File: src/hdl/mvst_pkg.sv
// Shared types and constants for the MIDI voice slot tracker.
// No dependencies; imported by mvst_slot_table and midi_voice_slot_tracker_unit.
package mvst_pkg;

  localparam int VOICES_DEF = 8;
  localparam int CMD_W      = 2;
  localparam int BYTE_W     = 8;
  localparam int NOTE_W     = 7;
  localparam int CHAN_W     = 4;
  localparam int SLOT_W     = 3;
  localparam int MASK_W     = 8;
  localparam int IN_DATA_W  = 32;
  localparam int OUT_DATA_W = 16;

  localparam logic [BYTE_W-1:0] NOTE_MAX = 8'd127;
  localparam logic [BYTE_W-1:0] CHAN_MAX = 8'd15;

  typedef enum logic [CMD_W-1:0] {
    CMD_REGISTER   = 2'd0,
    CMD_UNREGISTER = 2'd1,
    CMD_CLEAR      = 2'd2
  } cmd_t;

  typedef struct packed {
    logic              accepted;
    logic [SLOT_W-1:0] matched_slot;
    logic              free_valid;
    logic [SLOT_W-1:0] free_slot;
    logic [MASK_W-1:0] active_mask;
  } res_t;

endpackage

File: src/hdl/mvst_slot_table.sv
// Voice slot storage plus the per-command lookup and update logic.
// Depends on mvst_pkg; instantiated by midi_voice_slot_tracker_unit.
module mvst_slot_table #(
  parameter int VOICES = mvst_pkg::VOICES_DEF
) (
  input  logic                        clk,
  input  logic                        rst_n,
  input  logic                        commit,
  input  mvst_pkg::cmd_t              cmd,
  input  logic [mvst_pkg::BYTE_W-1:0] note_number,
  input  logic [mvst_pkg::BYTE_W-1:0] midi_chan,
  input  logic [mvst_pkg::BYTE_W-1:0] voice_slot,
  output mvst_pkg::res_t              res
);
  import mvst_pkg::*;

  logic [VOICES-1:0] active_r;
  logic [VOICES-1:0] active_nxt;
  logic [NOTE_W-1:0] note_r [VOICES];
  logic [CHAN_W-1:0] chan_r [VOICES];

  logic              fields_ok;
  logic              slot_ok;
  logic [VOICES-1:0] slot_sel;
  logic [VOICES-1:0] hit;
  logic [VOICES-1:0] wr_sel;
  logic              found;
  logic [SLOT_W-1:0] hit_idx;

  always_comb begin
    fields_ok = (note_number <= NOTE_MAX) && (midi_chan <= CHAN_MAX);
    slot_ok   = voice_slot < BYTE_W'(VOICES);
    for (int i = 0; i < VOICES; i++) begin
      slot_sel[i] = voice_slot == BYTE_W'(i);
      hit[i] = active_r[i] && ({1'b0, note_r[i]} == note_number) &&
               ({4'b0, chan_r[i]} == midi_chan);
    end
    // lowest matching slot wins: scan downward so the last hit kept is lowest
    found   = 1'b0;
    hit_idx = '0;
    for (int i = VOICES - 1; i >= 0; i--) begin
      if (hit[i]) begin
        found   = 1'b1;
        hit_idx = SLOT_W'(i);
      end
    end
  end

  always_comb begin
    active_nxt      = active_r;
    wr_sel          = '0;
    res.accepted    = 1'b0;
    res.matched_slot = '0;
    case (cmd)
      CMD_REGISTER: begin
        if (fields_ok && slot_ok && ((active_r & slot_sel) == '0)) begin
          wr_sel       = slot_sel;
          active_nxt   = active_r | slot_sel;
          res.accepted = 1'b1;
        end
      end
      CMD_UNREGISTER: begin
        if (found) begin
          for (int i = 0; i < VOICES; i++) begin
            if (hit_idx == SLOT_W'(i)) begin
              active_nxt[i] = 1'b0;
            end
          end
          res.accepted     = 1'b1;
          res.matched_slot = hit_idx;
        end
      end
      CMD_CLEAR: begin
        active_nxt   = '0;
        res.accepted = 1'b1;
      end
      default: begin
      end
    endcase
    // report the table as it stands after this command
    res.free_valid  = 1'b0;
    res.free_slot   = '0;
    res.active_mask = '0;
    for (int i = VOICES - 1; i >= 0; i--) begin
      res.active_mask[i] = active_nxt[i];
      if (!active_nxt[i]) begin
        res.free_valid = 1'b1;
        res.free_slot  = SLOT_W'(i);
      end
    end
  end

  always_ff @(posedge clk) begin
    if (!rst_n) begin
      active_r <= '0;
    end else if (commit) begin
      active_r <= active_nxt;
    end
  end

  // note and channel are only read behind an active bit, so they need no reset
  always_ff @(posedge clk) begin
    for (int i = 0; i < VOICES; i++) begin
      if (commit && wr_sel[i]) begin
        note_r[i] <= note_number[NOTE_W-1:0];
        chan_r[i] <= midi_chan[CHAN_W-1:0];
      end
    end
  end

  a_register_adds_one: assert property (@(posedge clk) disable iff (!rst_n)
    commit && cmd == CMD_REGISTER && res.accepted |=>
      $countones(active_r) == $countones($past(active_r)) + 1)
    else $error("accepted register did not claim exactly one slot");

  a_unregister_frees_one: assert property (@(posedge clk) disable iff (!rst_n)
    commit && cmd == CMD_UNREGISTER && res.accepted |=>
      $countones(active_r) + 1 == $countones($past(active_r)))
    else $error("accepted unregister did not free exactly one slot");

  a_refused_no_change: assert property (@(posedge clk) disable iff (!rst_n)
    commit && !res.accepted |=> $stable(active_r))
    else $error("refused command changed the slot table");

  a_clear_empties: assert property (@(posedge clk) disable iff (!rst_n)
    commit && cmd == CMD_CLEAR |=> active_r == '0)
    else $error("clear left slots active");

  a_idle_holds: assert property (@(posedge clk) disable iff (!rst_n)
    !commit |=> $stable(active_r))
    else $error("slot table changed without a command");

endmodule

File: src/hdl/midi_voice_slot_tracker_unit.sv
// Top level of the MIDI voice slot tracker: input register, slot table, result register.
// Depends on mvst_pkg and mvst_slot_table.
//
//   channel | dir | tdata bits (low to high)
//   in_     | in  | cmd[1:0] note_number[9:2] midi_chan[17:10] voice_slot[25:18], zero pad
//   out_    | out | accepted[0] matched_slot[3:1] free_valid[4] free_slot[7:5]
//           |     | active_mask[15:8]
//
// One beat per cycle sustained while out_tready stays high; both stages are registered.
// The slot lookup and update sit between the input register and the result register.
// Reset (rst_n low, synchronous) empties both registers and frees every slot.
// A stalled result holds both stages; the input register drains whenever the result
// register is free or being taken.
module midi_voice_slot_tracker_unit #(
  parameter int VOICES = mvst_pkg::VOICES_DEF
) (
  input  logic                            clk,
  input  logic                            rst_n,
  input  logic                            in_tvalid,
  output logic                            in_tready,
  input  logic [mvst_pkg::IN_DATA_W-1:0]  in_tdata,  // cmd, note_number, midi_chan, voice_slot
  output logic                            out_tvalid,
  input  logic                            out_tready,
  output logic [mvst_pkg::OUT_DATA_W-1:0] out_tdata  // accepted, matched_slot, free_valid,
                                                     // free_slot, active_mask
);
  import mvst_pkg::*;

  logic              in_valid_r;
  logic              in_valid_nxt;
  cmd_t              cmd_r;
  logic [BYTE_W-1:0] note_r;
  logic [BYTE_W-1:0] chan_r;
  logic [BYTE_W-1:0] slot_r;
  logic              out_valid_r;
  logic              out_valid_nxt;
  res_t              res_r;
  res_t              res;
  logic              advance;
  logic              in_beat;

  assign advance   = in_valid_r && (!out_valid_r || out_tready);
  assign in_tready = !in_valid_r || advance;
  assign in_beat   = in_tvalid && in_tready;

  always_comb begin
    in_valid_nxt  = in_beat ? 1'b1 : (advance ? 1'b0 : in_valid_r);
    out_valid_nxt = advance ? 1'b1 : (out_tready ? 1'b0 : out_valid_r);
  end

  always_ff @(posedge clk) begin
    if (!rst_n) begin
      in_valid_r  <= 1'b0;
      out_valid_r <= 1'b0;
    end else begin
      in_valid_r  <= in_valid_nxt;
      out_valid_r <= out_valid_nxt;
    end
  end

  // capture the beat's fields
  always_ff @(posedge clk) begin
    if (in_beat) begin
      cmd_r  <= cmd_t'(in_tdata[1:0]);
      note_r <= in_tdata[9:2];
      chan_r <= in_tdata[17:10];
      slot_r <= in_tdata[25:18];
    end
  end

  mvst_slot_table #(
    .VOICES(VOICES)
  ) u_table (
    .clk         (clk),
    .rst_n       (rst_n),
    .commit      (advance),
    .cmd         (cmd_r),
    .note_number (note_r),
    .midi_chan   (chan_r),
    .voice_slot  (slot_r),
    .res         (res)
  );

  always_ff @(posedge clk) begin
    if (advance) begin
      res_r <= res;
    end
  end

  assign out_tvalid = out_valid_r;
  assign out_tdata  = {res_r.active_mask, res_r.free_slot, res_r.free_valid,
                       res_r.matched_slot, res_r.accepted};

endmodule
File: config.mk
export PLATFORM = sky130hd
export DESIGN_NAME = midi_voice_slot_tracker_unit
export DESIGN_NICKNAME = d
export VERILOG_FILES = /design/src/hdl/mvst_pkg.sv /design/src/hdl/mvst_slot_table.sv /design/src/hdl/midi_voice_slot_tracker_unit.sv
export SDC_FILE = /design/constraint.sdc
export NUM_CORES = 1
export LEC_CHECK = 0
export ABC_AREA = 0
export BUFFER_PORTS_ARGS = -buffer_cell sky130_fd_sc_hd__buf_4
export CAP_MARGIN = 10
export CORE_ASPECT_RATIO = 1.5
export CORE_MARGIN = 2
export CORE_UTILIZATION = 55
export CTS_CLUSTER_DIAMETER = 150
export DETAILED_ROUTE_END_ITERATION = 7
export GPL_TIMING_DRIVEN = 0
export PLACE_DENSITY_LB_ADDON = 0.08
export SKIP_CTS_REPAIR_TIMING = 1
export SYNTH_ARGS = -nofsm -noshare
export SYNTH_HDL_FRONTEND = slang
export SYNTH_HIERARCHICAL = 1
export SYNTH_SLANG_ARGS = --single-unit
File: constraint.sdc
create_clock -name clk -period 8.05 [get_ports clk]
set_input_delay 0 -clock clk [delete_from_list [all_inputs] [get_ports clk]]
set_output_delay 0 -clock clk [all_outputs]
set_load 0.005 [all_outputs]
# == Yosys cells after proc, flatten, opt, wreduce, memory -nomap -nowiden ==
# Memory sizes are Yosys's and may differ from the RTL's.
# Index checks and enable logic that the tools add are counted.
# word_totals
reg_bits,52
mem_count,2
mem_bits_rw,88
wordCells,211
input_bits,36
# classes
n_lt_le_gt_ge,3
n_reduce_logical,57
muxes,101
eq_ne,32
bitwise,2
# memory_table
memory,depth,width,rd,rd_clocked_by_memory_dff,write_ports,line_no,text
u_table.note_r,8,7,8,0,1,mvst_slot_table.sv:19,logic [NOTE_W-1:0] note_r [VOICES];
u_table.chan_r,8,4,8,0,1,mvst_slot_table.sv:20,logic [CHAN_W-1:0] chan_r [VOICES];
# ops
operator,count
3-bit 2-to-1 mux,25
4-bit by 8-bit equality test with 1-bit output,8
7-bit by 8-bit equality test with 1-bit output,8
1-bit 2-to-1 mux,52
7-bit 2-to-1 mux,7
7-bit OR reduction,7
4-bit 2-to-1 mux,9
8-bit by 3-bit equality test with 1-bit output (second input constant),4
8-bit 2-to-1 mux,4
1-bit logical AND,29
4-bit OR reduction,7
8-bit case mux with 3 select lines,1
8-bit by 2-bit equality test with 1-bit output (second input constant),2
8-bit zero test,2
3-bit equality test (second input constant),4
8-bit bitwise AND,1
8-bit by 1-bit equality test with 1-bit output (second input constant),1
8-bit by 4-bit less-or-equal comparator with 1-bit output (second input constant),1
8-bit by 7-bit less-or-equal comparator with 1-bit output (second input constant),1
8-bit by 4-bit less-than comparator with 1-bit output (second input constant),1
8-bit OR,1
7-bit AND reduction,1
3-bit by 2-bit equality test with 1-bit output (second input constant),2
2-bit 2-to-1 mux,2
11 further kinds,15

# == Longest topological paths before layout ==
# Gate-level depths: netlist of the first run.
# An unclocked memory read counts as a cell.
# logic_depth
ltp_word,23
mapped_depth,9

# == Hierarchy ==
# Netlist of the first run, hierarchy kept.
# modules_own_cells
module,seq_area_each_um2,n_inst,area_each_um2,cells_each
mvst_slot_table,2802.7,1,4996.0,399
midi_voice_slot_tracker_unit,1301.2,1,1365.1,51

# == Least setup slack after synthesis of the first run ==
# Ideal clock, no wire load.
# synth_timing
path_type,register to register
from,"reg out_valid_r, in the netlist out_tvalid"
to,"mem u_table.chan_r[0][0], enable pin"
arrival_ns,2.768
n_path_buf,1
setup_ns,0.393
period_less_slack_ns,3.161
setup_slack_ns,4.889
t_required_ns,7.657
stages_incl_launch_ff,6
path_cell_list,dfxtp_1 > nor2b_4 > nor2b_1 > buf_1 > nand2_1 > nor3_1
# synth_between
elab_chain_len,14
elab_cells_between_ends,48
classes_between,30 x mux; 18 x reduce/logical
# synth_lines
item,line_no,text
from (decl),midi_voice_slot_tracker_unit.sv:35,logic out_valid_r;
from (signal assigned),midi_voice_slot_tracker_unit.sv:57,out_valid_r <= out_valid_nxt;
1-bit zero test *,midi_voice_slot_tracker_unit.sv:42,assign advance = in_valid_r && (!out_valid_r || out_tready);
1-bit logical OR *,midi_voice_slot_tracker_unit.sv:42,
1-bit logical AND *,midi_voice_slot_tracker_unit.sv:42,
net advance,midi_voice_slot_tracker_unit.sv:39,logic advance;
1-bit logical AND,mvst_slot_table.sv:104,if (commit && wr_sel[i]) begin
1-bit 2-to-1 mux,mvst_slot_table.sv:104,
1-bit 2-to-1 mux (implied by the code),mvst_slot_table.sv:106,chan_r[i] <= midi_chan[CHAN_W-1:0];
4-bit OR reduction (no line),-,
3-bit 2-to-1 mux (no line) or 1-bit 2-to-1 mux (tied branches) (7 in series),-,
to (decl),mvst_slot_table.sv:20,
# The timed path passes the listed nets; every way through them passes the cells marked *.

==> results of run 1 <==
-- power breakdown --
part	total (W)	switching, W	leakage (nW)	internal, W
clock network	0.000755	0.000297	0.268	0.000457
registers	0.000824	0.0000151	1.27	0.000809
logic	0.000106	0.0000561	0.977	0.0000500
-- worst min-delay path by stage --
stage                 start         to  slack [ns]  depth (start not counted)
5_1_grt          out_tready  slot_r[6]        0.25                          3
2_1_floorplan  in_tdata[10]  chan_r[0]         0.1                          0
4_1_cts        in_tdata[14]  chan_r[4]       -0.26                          1
3_5_place_dp   in_tdata[25]  slot_r[7]        0.18                          1
3_3_place_gp   in_tdata[11]  chan_r[1]        0.18                          1
6_report         out_tready   cmd_r[0]        0.21                          3
-- synthesized netlist by cell type (5+ instances only) --
cell                       count
sky130_fd_sc_hd__a21oi_1       9
sky130_fd_sc_hd__clkbuf_1      7
sky130_fd_sc_hd__dfxtp_1      10
sky130_fd_sc_hd__edfxtp_1    130
sky130_fd_sc_hd__inv_1         8
sky130_fd_sc_hd__nand2_1      19
sky130_fd_sc_hd__nand2b_1      5
sky130_fd_sc_hd__nand4_1      41
sky130_fd_sc_hd__nand4b_1      5
sky130_fd_sc_hd__nor2_1       25
sky130_fd_sc_hd__nor2b_1       5
sky130_fd_sc_hd__nor3_1        7
sky130_fd_sc_hd__nor4_1        5
sky130_fd_sc_hd__nor4_2        7
sky130_fd_sc_hd__or3_1         5
sky130_fd_sc_hd__xnor2_1      80
sky130_fd_sc_hd__xor2_1        8
-- area by class of cell --
class                   instances  area, um2  area share [%]
flip-flops and latches        140       4100            52.5
inverters                      10       37.5           0.480
clock buffers                  19        433            5.54
multi-input cells             284       2140            27.3
repair buffers                 80        684            8.76
well taps                     150        188            2.40
clock inverters                12        139            1.78
plain buffers                  16       95.1            1.22
-- kinds of logic (layout without fill, tap and decap cells) --
logic type	Yosys count	count (layout)	share of synthesized area (%)
and+or+nand+nor	145	145	14.2
AOI/OAI and AO/OA	45	45	5.70
xor gates and xnor gates	88	88	12.1
muxes	6	6	1.34
buffers and inverters	26	137	2.09
DFF	140	140	64.5
-- stage by stage --
stage / power [W] / cell area, um2 / setup slack, ns
detailed placement: 0.000932 / 6940 / 4.36
CTS: 0.00169 / 7520 / 4.32
finish: 0.00168 / 7820 / 4.22
global route: 0.00173 / 7820 / 4.07
global placement: 0.000929 / 6900 / 3.81
floorplan: 0.000890 / 6360 / 4.89
-- worst register-to-register path: stages, from the launching register on --
cell and delay [ns]:
sky130_fd_sc_hd__edfxtp_1 0.37, sky130_fd_sc_hd__nor4_2 0.93, sky130_fd_sc_hd__nand2b_1 0.34, sky130_fd_sc_hd__nor4_2 0.91, sky130_fd_sc_hd__nor4b_1 0.14, sky130_fd_sc_hd__o2bb2ai_1 0.44
sky130_fd_sc_hd__and4_1 0.32, sky130_fd_sc_hd__nand4_1 0.11
-- layout by cell type (no fill, tap or decap), types with 3 or more instances in the layout --
cell type	count
sky130_fd_sc_hd__edfxtp_1	130
sky130_fd_sc_hd__xnor2_1	80
sky130_fd_sc_hd__buf_4	47
sky130_fd_sc_hd__nand4_1	41
sky130_fd_sc_hd__dlygate4sd3_1	30
sky130_fd_sc_hd__nor2_1	25
sky130_fd_sc_hd__nand2_1	19
sky130_fd_sc_hd__clkbuf_16	17
sky130_fd_sc_hd__dfxtp_1	10
sky130_fd_sc_hd__clkbuf_1	9
sky130_fd_sc_hd__inv_1	8
sky130_fd_sc_hd__xor2_1	8
sky130_fd_sc_hd__a21oi_1	8
sky130_fd_sc_hd__nor4_2	7
sky130_fd_sc_hd__nor3_1	6
sky130_fd_sc_hd__nand2b_1	5
sky130_fd_sc_hd__buf_2	5
sky130_fd_sc_hd__buf_6	5
sky130_fd_sc_hd__or3_1	5
sky130_fd_sc_hd__nor4_1	5
sky130_fd_sc_hd__nand4b_1	5
sky130_fd_sc_hd__inv_6	4
sky130_fd_sc_hd__nor2b_1	4
sky130_fd_sc_hd__mux2i_1	4
sky130_fd_sc_hd__clkinvlp_4	3
sky130_fd_sc_hd__or4_1	3
sky130_fd_sc_hd__nor4b_1	3
sky130_fd_sc_hd__a2111oi_0	3
sky130_fd_sc_hd__a211oi_1	3
sky130_fd_sc_hd__a41oi_1	3
-- sequential cells by signal (all words and copies together), names as in the netlist, 2 cells and up --
signal / count
chan_r: 8
cmd_r: 2
note_r: 8
out_tdata: 16
slot_r: 8
u_table/active_r: 8
u_table/chan_r: 32
u_table/note_r: 56
-- layer usage --
| layer | up-vias | track usage (%) | routed length (um) |
|---|---|---|---|
| li1 | 1936 | - | - |
| met1 | 2067 | 28.0 | 5530 |
| met2 | 225 | 43.9 | 8020 |
| met3 | 57 | 5.01 | 853 |
| met4 | 0 | 14.5 | 661 |
| met5 | - | 0 | 0 |
==> impl_summary.txt, run 1 <==
----------------------------------------------------
[Worst setup path]
  Launch instance of the worst register-to-register path ... chan_r[4]
  Sum of buffers and inverters on the critical path ... 0
  Maximum fanout count along the critical path ... 7
  Largest stage delay, worst path ... 0.93 ns
  Critical Path Start Type ... register
  Critical Path Sink Type ... register
  Cell-by-cell trace of the critical path ... nor4_2, nand2b_1, nor4_2, nor4b_1, o2bb2ai_1, and4_1, nand4_1
  Crit path depth ... 7
  Crit path kind ... register to register
  Cell family with most CP delay ... simple AND/OR/NAND/NOR gates
  Critical Path Most Common Cell ... sky130_fd_sc_hd__nor4_2
  Reg-to-Reg End ... out_tdata[4]
  Slack of the worst reg-to-reg path ... 4.22 ns
  Number of cells on the worst reg-to-reg path ... 7
  Slowest cell on the critical path ... sky130_fd_sc_hd__nor4_2
  End of the critical path ... out_tdata[4]
  Critical path required time ... 8.20 ns
  Setup crit start ... chan_r[4]
  Endpoint arrival time on the critical path ... 3.98 ns

[Timing]
  Number of max-slew violations in the final report ... 0
  Part of the cycle the worst path needs ... 47.6%
  Maximum clock rate ... 261 MHz
  Max_slew headroom ... 21.1%
  Setup-violating endpoint count in the final report ... 0
  Final-layout worst hold slack ... 0.214 ns
  Final critical delay including setup and external delays ... 3.83 ns
  Count of endpoints failing hold in the final timing report ... 0
  Final setup TNS ... 0 ns
  Slew at the pin closest to its max-slew limit ... 1.18 ns
  RSZ-0062 raised after global routing ... false
  Maximum clock skew at final layout ... 0.00591 ns

[Drt]
  Number of iterations in the first detailed-routing pass ... 5
  Starting DRT DRC Count ... 401
  Total length of routed wires ... 15.1 mm
  Routed vias ... 4285
  Total DRC errors in the routed layout ... 0
  Per-cell via count in the routed design ... 6.03
  Post-route ant nets ... 0
  Routed wire per std cell ... 21.2 um

[Global routing]
  Overall overflow remaining after global route ... 0
  Number of global-route vias before repair ... 4181
  Antenna violations before repair ... 0
  Overall global routing resource usage ... 24.9%
  Global-route wire length before repair ... 22.9 mm
  Maximum number of pins on one net before global-route repair ... 22

[Die]
  Horiz. Die Dim ... 91.8 um
  Initial standard-cell utilization of the core ... 55.7%
  Num rows ... 48
  Area of the core ... 11400 um2
  Area of the die ... 12500 um2
  DIE HEIGHT ... 136 um
  Boundary pin count ... 54

[Yosys]
  Top post-synthesis cells by area ... sky130_fd_sc_hd__edfxtp_1, sky130_fd_sc_hd__xnor2_1, sky130_fd_sc_hd__nand4_1, sky130_fd_sc_hd__dfxtp_1, sky130_fd_sc_hd__nor2_1
  Number of cells produced by synthesis ... 450
  Share of synthesized flip-flops with an asynchronous set or reset ... 0%
  Yosys top cell area share ... 61.4%
  Post-synthesis net count ... 486
  Synthesized cell area ... 6360 um2
  Post-synthesis area per instance ... 14.1 um2
  Yosys synthesis warning count ... 6
  Unique masters post-synth ... 61
  Top flip-flop cell by instance count after synthesis ... sky130_fd_sc_hd__edfxtp_1
  Post-synth EDFFs ... 130
  #FFs+latches synth ... 140
  Post-synth top area cell ... sky130_fd_sc_hd__edfxtp_1
  Register area share after synthesis ... 64.5%

[Placement]
  DP Wirelength ... 10.7 mm
  Routability congestion estimate from global placement ... 0.906
  Inst Count DP ... 650
  Count of port buffers added during placement ... 47

[Clock tree]
  Worst-skew pair later-pin latency ... 0.41 ns
  CTS tree ... yes
  Buffers from clock root to sink, at most ... 2
  Clock-pin transition on the worst setup and hold timing paths ... 0.06 ns
  H-tree depth ... 4
  Sinks on Clock Net ... 140
  Cell at the root of the clock tree ... sky130_fd_sc_hd__clkbuf_16
  Number of CTS-inserted buffers ... 17

[Flow run]
  Total of max-cap violations ... 0

[Pwr]
  Areal power density over the cells ... 216 nW/um2
  Leakage power ... 2.52 nW
  Worst supply voltage drop on vdd ... 0.000135 V

[Cells and area]
  Final #Nets ... 585
  Filler Cells Inserted ... 818
  Share of cells above drive strength 1 ... 19.8%
  Fin cells ... 711
  Synth-to-layout area growth ... 22.9%
  Post-route core utilization ... 68.5%
  Antenna cell count ... 0

[Hold path]
  Path class of the lowest-slack min-delay path ... input pin to register

[Status]
  Status ... finished clean

----------------------------------------------------
Power figures use the tool's default switching activity.
==> run 2: changes to the inputs <==
--- a/config.mk
+++ b/config.mk
@@ -10,7 +10,7 @@
 export CAP_MARGIN = 10
 export CORE_ASPECT_RATIO = 1.5
 export CORE_MARGIN = 2
-export CORE_UTILIZATION = 55
+export CORE_UTILIZATION = 54
 export CTS_CLUSTER_DIAMETER = 150
 export DETAILED_ROUTE_END_ITERATION = 7
 export GPL_TIMING_DRIVEN = 0
==> constraint.sdc (replaced) <==
create_clock -name clk -period 3.29 [get_ports clk]
set_input_delay 0 -clock clk [delete_from_list [all_inputs] [get_ports clk]]
set_output_delay 0 -clock clk [all_outputs]
set_load 0.005 [all_outputs]
==> run 2 against run 1 <==
  * Critical path depth fell by 2
  * Non-clock buffer count rose by 16
  * Flip-flop and latch count did not move
  * The flow now finishes with violations (design-rule violations)
  * Combinational power rose to 2.7 times the previous value
  * First-iteration DRC count fell by 9.5%
  * Total power rose to 2.5 times the previous value
  * Clock power rose to 2.6 times the previous value
  * Die area rose by 1.8%
  * Global-route usage barely moved
  * Register-to-register slack got worse by 4.2 ns
  * Worst setup slack got worse by 4.2 ns
  * Via count rose by 1.3%
  * Largest power group unchanged
==> impl_summary.txt, run 2 (synthesized netlist as in run 1, its figures left out) <==
----------------------------------------------------
[Cells and area]
  Most common library cell in the layout ignoring fill and taps ... sky130_fd_sc_hd__edfxtp_1 (unchanged)
  Number of flip-flops under the largest register name ... 56 (unchanged)
  Filler Cells Inserted ... 823 (was 818)
  Biggest register ... u_table/note_r (unchanged)
  Fin cells ... 728 (was 711)
  Leading cell types in the layout, fill and taps excluded ... sky130_fd_sc_hd__edfxtp_1, sky130_fd_sc_hd__xnor2_1, sky130_fd_sc_hd__buf_4 (unchanged)
  Multi-input gate area in the final layout ... 2220 um2 (was 2140 um2)
  Synth-to-layout area growth ... 26.8% (was 22.9%)
  Post-route core utilization ... 69.9% (was 68.5%)
  Antenna cell count ... 0 (unchanged)
  Reg area ... 4100 um2 (unchanged)
  Share of cells above drive strength 1 ... 23.9% (was 19.8%)
  Final #Nets ... 601 (was 585)

[Worst setup path]
  Critical Path Start Type ... register (unchanged)
  Launch instance of the worst register-to-register path ... slot_r[6] (was chan_r[4])
  Maximum fanout count along the critical path ... 11 (was 7)
  Endpoint arrival time on the critical path ... 3.31 ns (was 3.98 ns)
  End of the critical path ... u_table/chan_r[0][10] (was out_tdata[4])
  Critical Path Sink Type ... register (unchanged)
  Critical path required time ... 3.32 ns (was 8.20 ns)
  Setup crit start ... slot_r[6] (was chan_r[4])
  Reg-to-Reg End ... u_table/chan_r[0][10] (was out_tdata[4])
  Slack of the worst reg-to-reg path ... 0.02 ns (was 4.22 ns)
  Crit path kind ... register to register (unchanged)
  Number of cells on the worst reg-to-reg path ... 5 (was 7)

[Die]
  Area of the core ... 11500 um2 (was 11400 um2)
  Area of the die ... 12700 um2 (was 12500 um2)
  Num rows ... 48 (unchanged)
  Initial standard-cell utilization of the core ... 55.2% (was 55.7%)
  DIE HEIGHT ... 137 um (was 136 um)
  Boundary pin count ... 54 (unchanged)
  Horiz. Die Dim ... 92.6 um (was 91.8 um)

[Clock tree]
  Number of CTS-inserted buffers ... 17 (unchanged)
  H-tree depth ... 4 (unchanged)
  Buffers from clock root to sink, at most ... 2 (unchanged)
  Clock-pin transition on the worst setup and hold timing paths ... 0.06 ns (about the same)
  Sinks on Clock Net ... 140 (unchanged)
  CTS tree ... yes (unchanged)
  Worst-skew pair later-pin latency ... 0.42 ns (was 0.41 ns)
  Cell at the root of the clock tree ... sky130_fd_sc_hd__clkbuf_16 (unchanged)

[Timing]
  RSZ-0062 raised after global routing ... true (was false)
  Maximum clock rate ... 305 MHz (was 261 MHz)
  Setup ws final ... 0.0155 ns (was 4.22 ns)
  Slew at the pin closest to its max-slew limit ... 1.11 ns (was 1.18 ns)
  Final-layout worst hold slack ... 0.211 ns (was 0.214 ns)
  Setup-violating endpoint count in the final report ... 0 (unchanged)
  Maximum clock skew at final layout ... 0.00959 ns (was 0.00591 ns)
  Final critical delay including setup and external delays ... 3.27 ns (was 3.83 ns)
  Count of endpoints failing hold in the final timing report ... 0 (unchanged)
  Max_slew headroom ... 25.8% (was 21.1%)
  Part of the cycle the worst path needs ... 99.5% (was 47.6%)
  Number of max-slew violations in the final report ... 0 (unchanged)

[Placement]
  Inst Count DP ... 650 (unchanged)
  Worst setup timing slack at the placement stage ... -0.467 ns (was 4.36 ns)
  Count of port buffers added during placement ... 47 (unchanged)
  Routability congestion estimate from global placement ... 0.908 (was 0.906)
  DP Wirelength ... 10.8 mm (was 10.7 mm)

[Pwr]
  Leakage power ... 2.72 nW (was 2.52 nW)
  Total Power Consumption ... 0.00423 W (was 0.00168 W)
  Areal power density over the cells ... 525 nW/um2 (was 216 nW/um2)
  Worst supply voltage drop on vdd ... 0.000326 V (was 0.000135 V)

[Drt]
  Total length of routed wires ... 15.3 mm (was 15.1 mm)
  Post-route ant nets ... 0 (unchanged)
  Routed vias ... 4339 (was 4285)
  Per-cell via count in the routed design ... 5.96 (was 6.03)
  Total DRC errors in the routed layout ... 1 (was 0)
  Starting DRT DRC Count ... 363 (was 401)
  Routed wire per std cell ... 21.1 um (was 21.2 um)
  Number of iterations in the first detailed-routing pass ... 7 (was 5)

[Status]
  Status ... complete, but fails checks (was finished clean)
  Violated checks ... design-rule violations

[Global routing]
  Number of global-route vias before repair ... 4215 (was 4181)
  Overall overflow remaining after global route ... 0 (unchanged)
  Antenna violations before repair ... 0 (unchanged)
  Global-route wire length before repair ... 22.9 mm (about the same)
  Overall global routing resource usage ... 24.9% (about the same)
  Maximum number of pins on one net before global-route repair ... 22 (unchanged)

[Hold path]
  Path class of the lowest-slack min-delay path ... input pin to register (unchanged)

[Flow run]
  Total of max-cap violations ... 0 (unchanged)

----------------------------------------------------
==> run 2: cell count changes in the layout (fill, tap and decap cells not counted), sizes merged <==
cell / delta
clkinvlp: -1
buf: +13
clkinv: -1
inv: +5
clkbuf: +1
==> run 2: critical path, cell delays in order (launching register included) <==
cell and delay, ns:
sky130_fd_sc_hd__edfxtp_1 0.35, sky130_fd_sc_hd__or4_1 0.56, sky130_fd_sc_hd__nor4b_2 0.60, sky130_fd_sc_hd__and3_1 0.34, sky130_fd_sc_hd__nand2_1 0.14, sky130_fd_sc_hd__nor2_1 0.89
==> run 2: how the worst min path moves through the flow <==
stage / from / endpoint / slack, ns / depth (start not counted)
after detailed placement: in_tdata[3] / note_r[1] / 0.18 / 1
after global routing: out_tready / out_tdata[9] / 0.24 / 3
final: out_tready / out_tdata[9] / 0.21 / 3
after global placement: in_tdata[5] / note_r[3] / 0.18 / 1
after CTS: in_tdata[3] / note_r[1] / -0.26 / 1
after floorplan: in_tdata[10] / chan_r[0] / 0.1 / 0
==> run 2: area by class of cell <==
type | instances | area share [%]
flip-flops and latches | 140 | 50.9
multi-input cells | 284 | 27.5
repair buffers | 97 | 10.1
clock buffers | 17 | 5.28
well taps | 150 | 2.33
clock inverters | 15 | 2.17
plain buffers | 15 | 1.32
inverters | 10 | 0.465
==> run 2: per-stage QoR <==
stage	instance area [um2]	setup TNS [ns]
2_1_floorplan	6360	0
3_3_place_gp	6900	-42.05
3_5_place_dp	6940	-27.78
4_1_cts	7540	-30.83
5_1_grt	8060	-3.48
6_report	8060	0
==> run 2: where the power goes <==
part	internal [W]	total (W)	switching, W	leakage (nW)
Combinational	0.000137	0.000288	0.000150	1.16
Clock	0.00114	0.00194	0.000792	0.291
Sequential	0.00198	0.00201	0.0000316	1.27
Total	0.00326	0.00423	0.000974	2.72
==> run 2: metal layers <==
layer,vias up,track usage (%),share of wire [%],wire length [um]
met3,49,5.45,5.7,869
met5,-,0,0,0
met1,2104,27.2,36,5590
met4,0,15.5,4.9,758
met2,213,43.9,53,8130
li1,1973,-,-,-
==> run 3: changes to the inputs <==
==> constraint.sdc (replaced) <==
create_clock -name clk -period 2.93 [get_ports clk]
set_input_delay 0 -clock clk [delete_from_list [all_inputs] [get_ports clk]]
set_output_delay 0 -clock clk [all_outputs]
set_load 0.005 [all_outputs]
==> run 3 against run 2 <==
  * The flow finishes with violations (negative setup slack)
  * Routed wire length up 3.5%
  * Final area up 3.8%
  * Critical path depth up 3
  * Non-clock buffer count up 18
  * Flip-flop and latch count unchanged
  * Register-to-register slack worse by 0.09 ns
  * Total power up 7.9%
  * Combinational power up 23%
  * Sequential share of layout area down 1.9 points
  * Worst setup slack worse by 0.086 ns
  * Clock skew down 0.0016 ns
==> impl_summary.txt, run 3 (synthesized netlist as in run 1, its figures left out) <==
----------------------------------------------------
[Status]
  Status ... complete, but fails checks (unchanged)
  Violated checks ... negative setup slack (was design-rule violations)

[Timing]
  RSZ-0062 raised after global routing ... true (unchanged)
  Slew at the pin closest to its max-slew limit ... 0.752 ns (was 1.11 ns)
  Final critical delay including setup and external delays ... 3.00 ns (was 3.27 ns)
  Setup ws final ... -0.0705 ns (was 0.0155 ns)
  Max_slew headroom ... 49.7% (was 25.8%)
  Count of endpoints failing hold in the final timing report ... 0 (unchanged)
  Part of the cycle the worst path needs ... 102% (was 99.5%)
  Setup-violating endpoint count in the final report ... 1 (was 0)
  Final setup TNS ... -0.0705 ns (was 0 ns)
  Maximum clock skew at final layout ... 0.00803 ns (was 0.00959 ns)
  Number of max-slew violations in the final report ... 0 (unchanged)
  Maximum clock rate ... 333 MHz (was 305 MHz)

[Die]
  DIE HEIGHT ... 137 um (unchanged)
  Num rows ... 48 (unchanged)
  Horiz. Die Dim ... 92.6 um (unchanged)
  Area of the core ... 11500 um2 (unchanged)
  Initial standard-cell utilization of the core ... 55.2% (unchanged)
  Area of the die ... 12700 um2 (unchanged)
  Boundary pin count ... 54 (unchanged)

[Worst setup path]
  Endpoint arrival time on the critical path ... 3.14 ns (was 3.31 ns)
  Cell-by-cell trace of the critical path ... buf_6, xor2_2, or4_4, or3_4, a2111oi_2, a31oi_2, a22oi_2, o31ai_2 (was or4_1, nor4b_2, and3_1, nand2_1, nor2_1)
  Number of cells on the worst reg-to-reg path ... 8 (was 5)
  Critical path required time ... 3.07 ns (was 3.32 ns)
  Slowest cell on the critical path ... sky130_fd_sc_hd__edfxtp_1 (was sky130_fd_sc_hd__nor2_1)
  Largest stage delay, worst path ... 0.53 ns (was 0.89 ns)
  Maximum fanout count along the critical path ... 7 (was 11)
  Crit path kind ... register to register (unchanged)
  Critical Path Sink Type ... register (unchanged)
  Critical Path Start Type ... register (unchanged)

[Cells and area]
  Final #Nets ... 619 (was 601)
  Share of cells above drive strength 1 ... 30.9% (was 23.9%)
  Biggest register ... u_table/note_r (unchanged)
  Most common library cell in the layout ignoring fill and taps ... sky130_fd_sc_hd__edfxtp_1 (unchanged)
  Number of flip-flops under the largest register name ... 56 (unchanged)
  Leading cell types in the layout, fill and taps excluded ... sky130_fd_sc_hd__edfxtp_1, sky130_fd_sc_hd__buf_4, sky130_fd_sc_hd__xnor2_1 (was sky130_fd_sc_hd__edfxtp_1, sky130_fd_sc_hd__xnor2_1, sky130_fd_sc_hd__buf_4)
  Filler Cells Inserted ... 780 (was 823)
  Antenna cell count ... 0 (unchanged)
  Reg area ... 4100 um2 (unchanged)
  Synth-to-layout area growth ... 31.6% (was 26.8%)
  Final design instance area without fill ... 8370 um2 (was 8060 um2)
  Multi-input gate area in the final layout ... 2420 um2 (was 2220 um2)

[Hold path]
  Worst Hold Depth ... 3 (unchanged)
  Path class of the lowest-slack min-delay path ... input pin to register (unchanged)

[Drt]
  Post-route ant nets ... 0 (unchanged)
  Total DRC errors in the routed layout ... 0 (was 1)
  Total length of routed wires ... 15.9 mm (was 15.3 mm)
  Routed vias ... 4454 (was 4339)
  Number of iterations in the first detailed-routing pass ... 8 (was 7)
  Starting DRT DRC Count ... 382 (was 363)
  Routed wire per std cell ... 21.3 um (was 21.1 um)
  Per-cell via count in the routed design ... 5.97 (was 5.96)

[Placement]
  Worst setup timing slack at the placement stage ... -0.754 ns (was -0.467 ns)
  Cell Area, Placed ... 6930 um2 (was 6940 um2)
  DP Wirelength ... 10.9 mm (was 10.8 mm)
  Count of port buffers added during placement ... 47 (unchanged)
  Routability congestion estimate from global placement ... 0.914 (was 0.908)

[Pwr]
  Leakage power ... 2.87 nW (was 2.72 nW)
  Areal power density over the cells ... 546 nW/um2 (was 525 nW/um2)
  Worst supply voltage drop on vdd ... 0.000478 V (was 0.000326 V)

[Global routing]
  Maximum number of pins on one net before global-route repair ... 22 (unchanged)
  Global-route wire length before repair ... 22.9 mm (about the same)
  Overall global routing resource usage ... 24.7% (was 24.9%)
  Number of global-route vias before repair ... 4246 (was 4215)
  Antenna violations before repair ... 0 (unchanged)
  Overall overflow remaining after global route ... 0 (unchanged)

[Clock tree]
  Number of CTS-inserted buffers ... 17 (unchanged)
  CTS tree ... yes (unchanged)
  Sinks on Clock Net ... 140 (unchanged)
  Cell at the root of the clock tree ... sky130_fd_sc_hd__clkbuf_16 (unchanged)
  Worst-skew pair later-pin latency ... 0.40 ns (was 0.42 ns)
  Buffers from clock root to sink, at most ... 2 (unchanged)
  H-tree depth ... 4 (unchanged)
  Clock-pin transition on the worst setup and hold timing paths ... 0.06 ns (about the same)

[Flow run]
  Total of max-cap violations ... 0 (unchanged)

----------------------------------------------------
-- run 3: changes by cell type in the layout (fill, tap and decap cells not counted), sizes merged --
cell      previous run  this run
bufinv               2         0
clkinv               2         5
clkinvlp             2         3
clkbuf              27        21
buf                 72        97
inv                 19        16
-- run 3: worst paths after layout --
path                            startpoint                   end  slack (ns)
worst min register to register   note_r[0]  u_table/note_r[0][0]        0.50
worst max-delay path             chan_r[0]          out_tdata[5]       -0.07
worst max register to register   chan_r[0]          out_tdata[5]       -0.07
worst min-delay path            out_tready          out_tdata[9]        0.26
-- run 3: power breakdown --
| group | total, W | switching [W] | internal [W] |
|---|---|---|---|
| registers | 0.00226 | 0.0000365 | 0.00222 |
| logic | 0.000355 | 0.000180 | 0.000175 |
| clock network | 0.00196 | 0.000860 | 0.00110 |
-- run 3: routing by layer --
layer  part of all wire [%]  vias to the layer above  track usage (%)
li1                       -                     2007                -
met1                     37                     2168             26.9
met2                     54                      227             45.5
met3                    5.3                       52             5.01
met4                    4.2                        0             11.8
met5                      0                        -                0
-- run 3: final cells by class --
cell class,count,share of cell area [%]
clock inverter,14,1.30
multi-input combinational,284,28.9
tap,150,2.24
inverter,10,0.448
clock buffer,18,5.13
buffer,13,1.39
sequential,140,49.0
timing repair buffer,117,11.6
-- run 3: critical path: cells and delay by family (launching register included) --
family,cells,cell delay (ns)
compound gates,4,0.92
xor+xnor,1,0.16
buf+inv,1,0.22
flops,1,0.53
simple gates,2,0.91
-- run 3: stage by stage --
stage	power (W)	hold slack [ns]	utilization, %	cells
2_1_floorplan	0.00245	0.0989	-	450
3_3_place_gp	0.00255	0.178	59.9	647
3_5_place_dp	0.00256	0.179	60.1	649
4_1_cts	0.00449	-0.246	64.8	681
5_1_grt	0.00470	0.295	72.6	746
6_report	0.00457	0.259	72.6	746
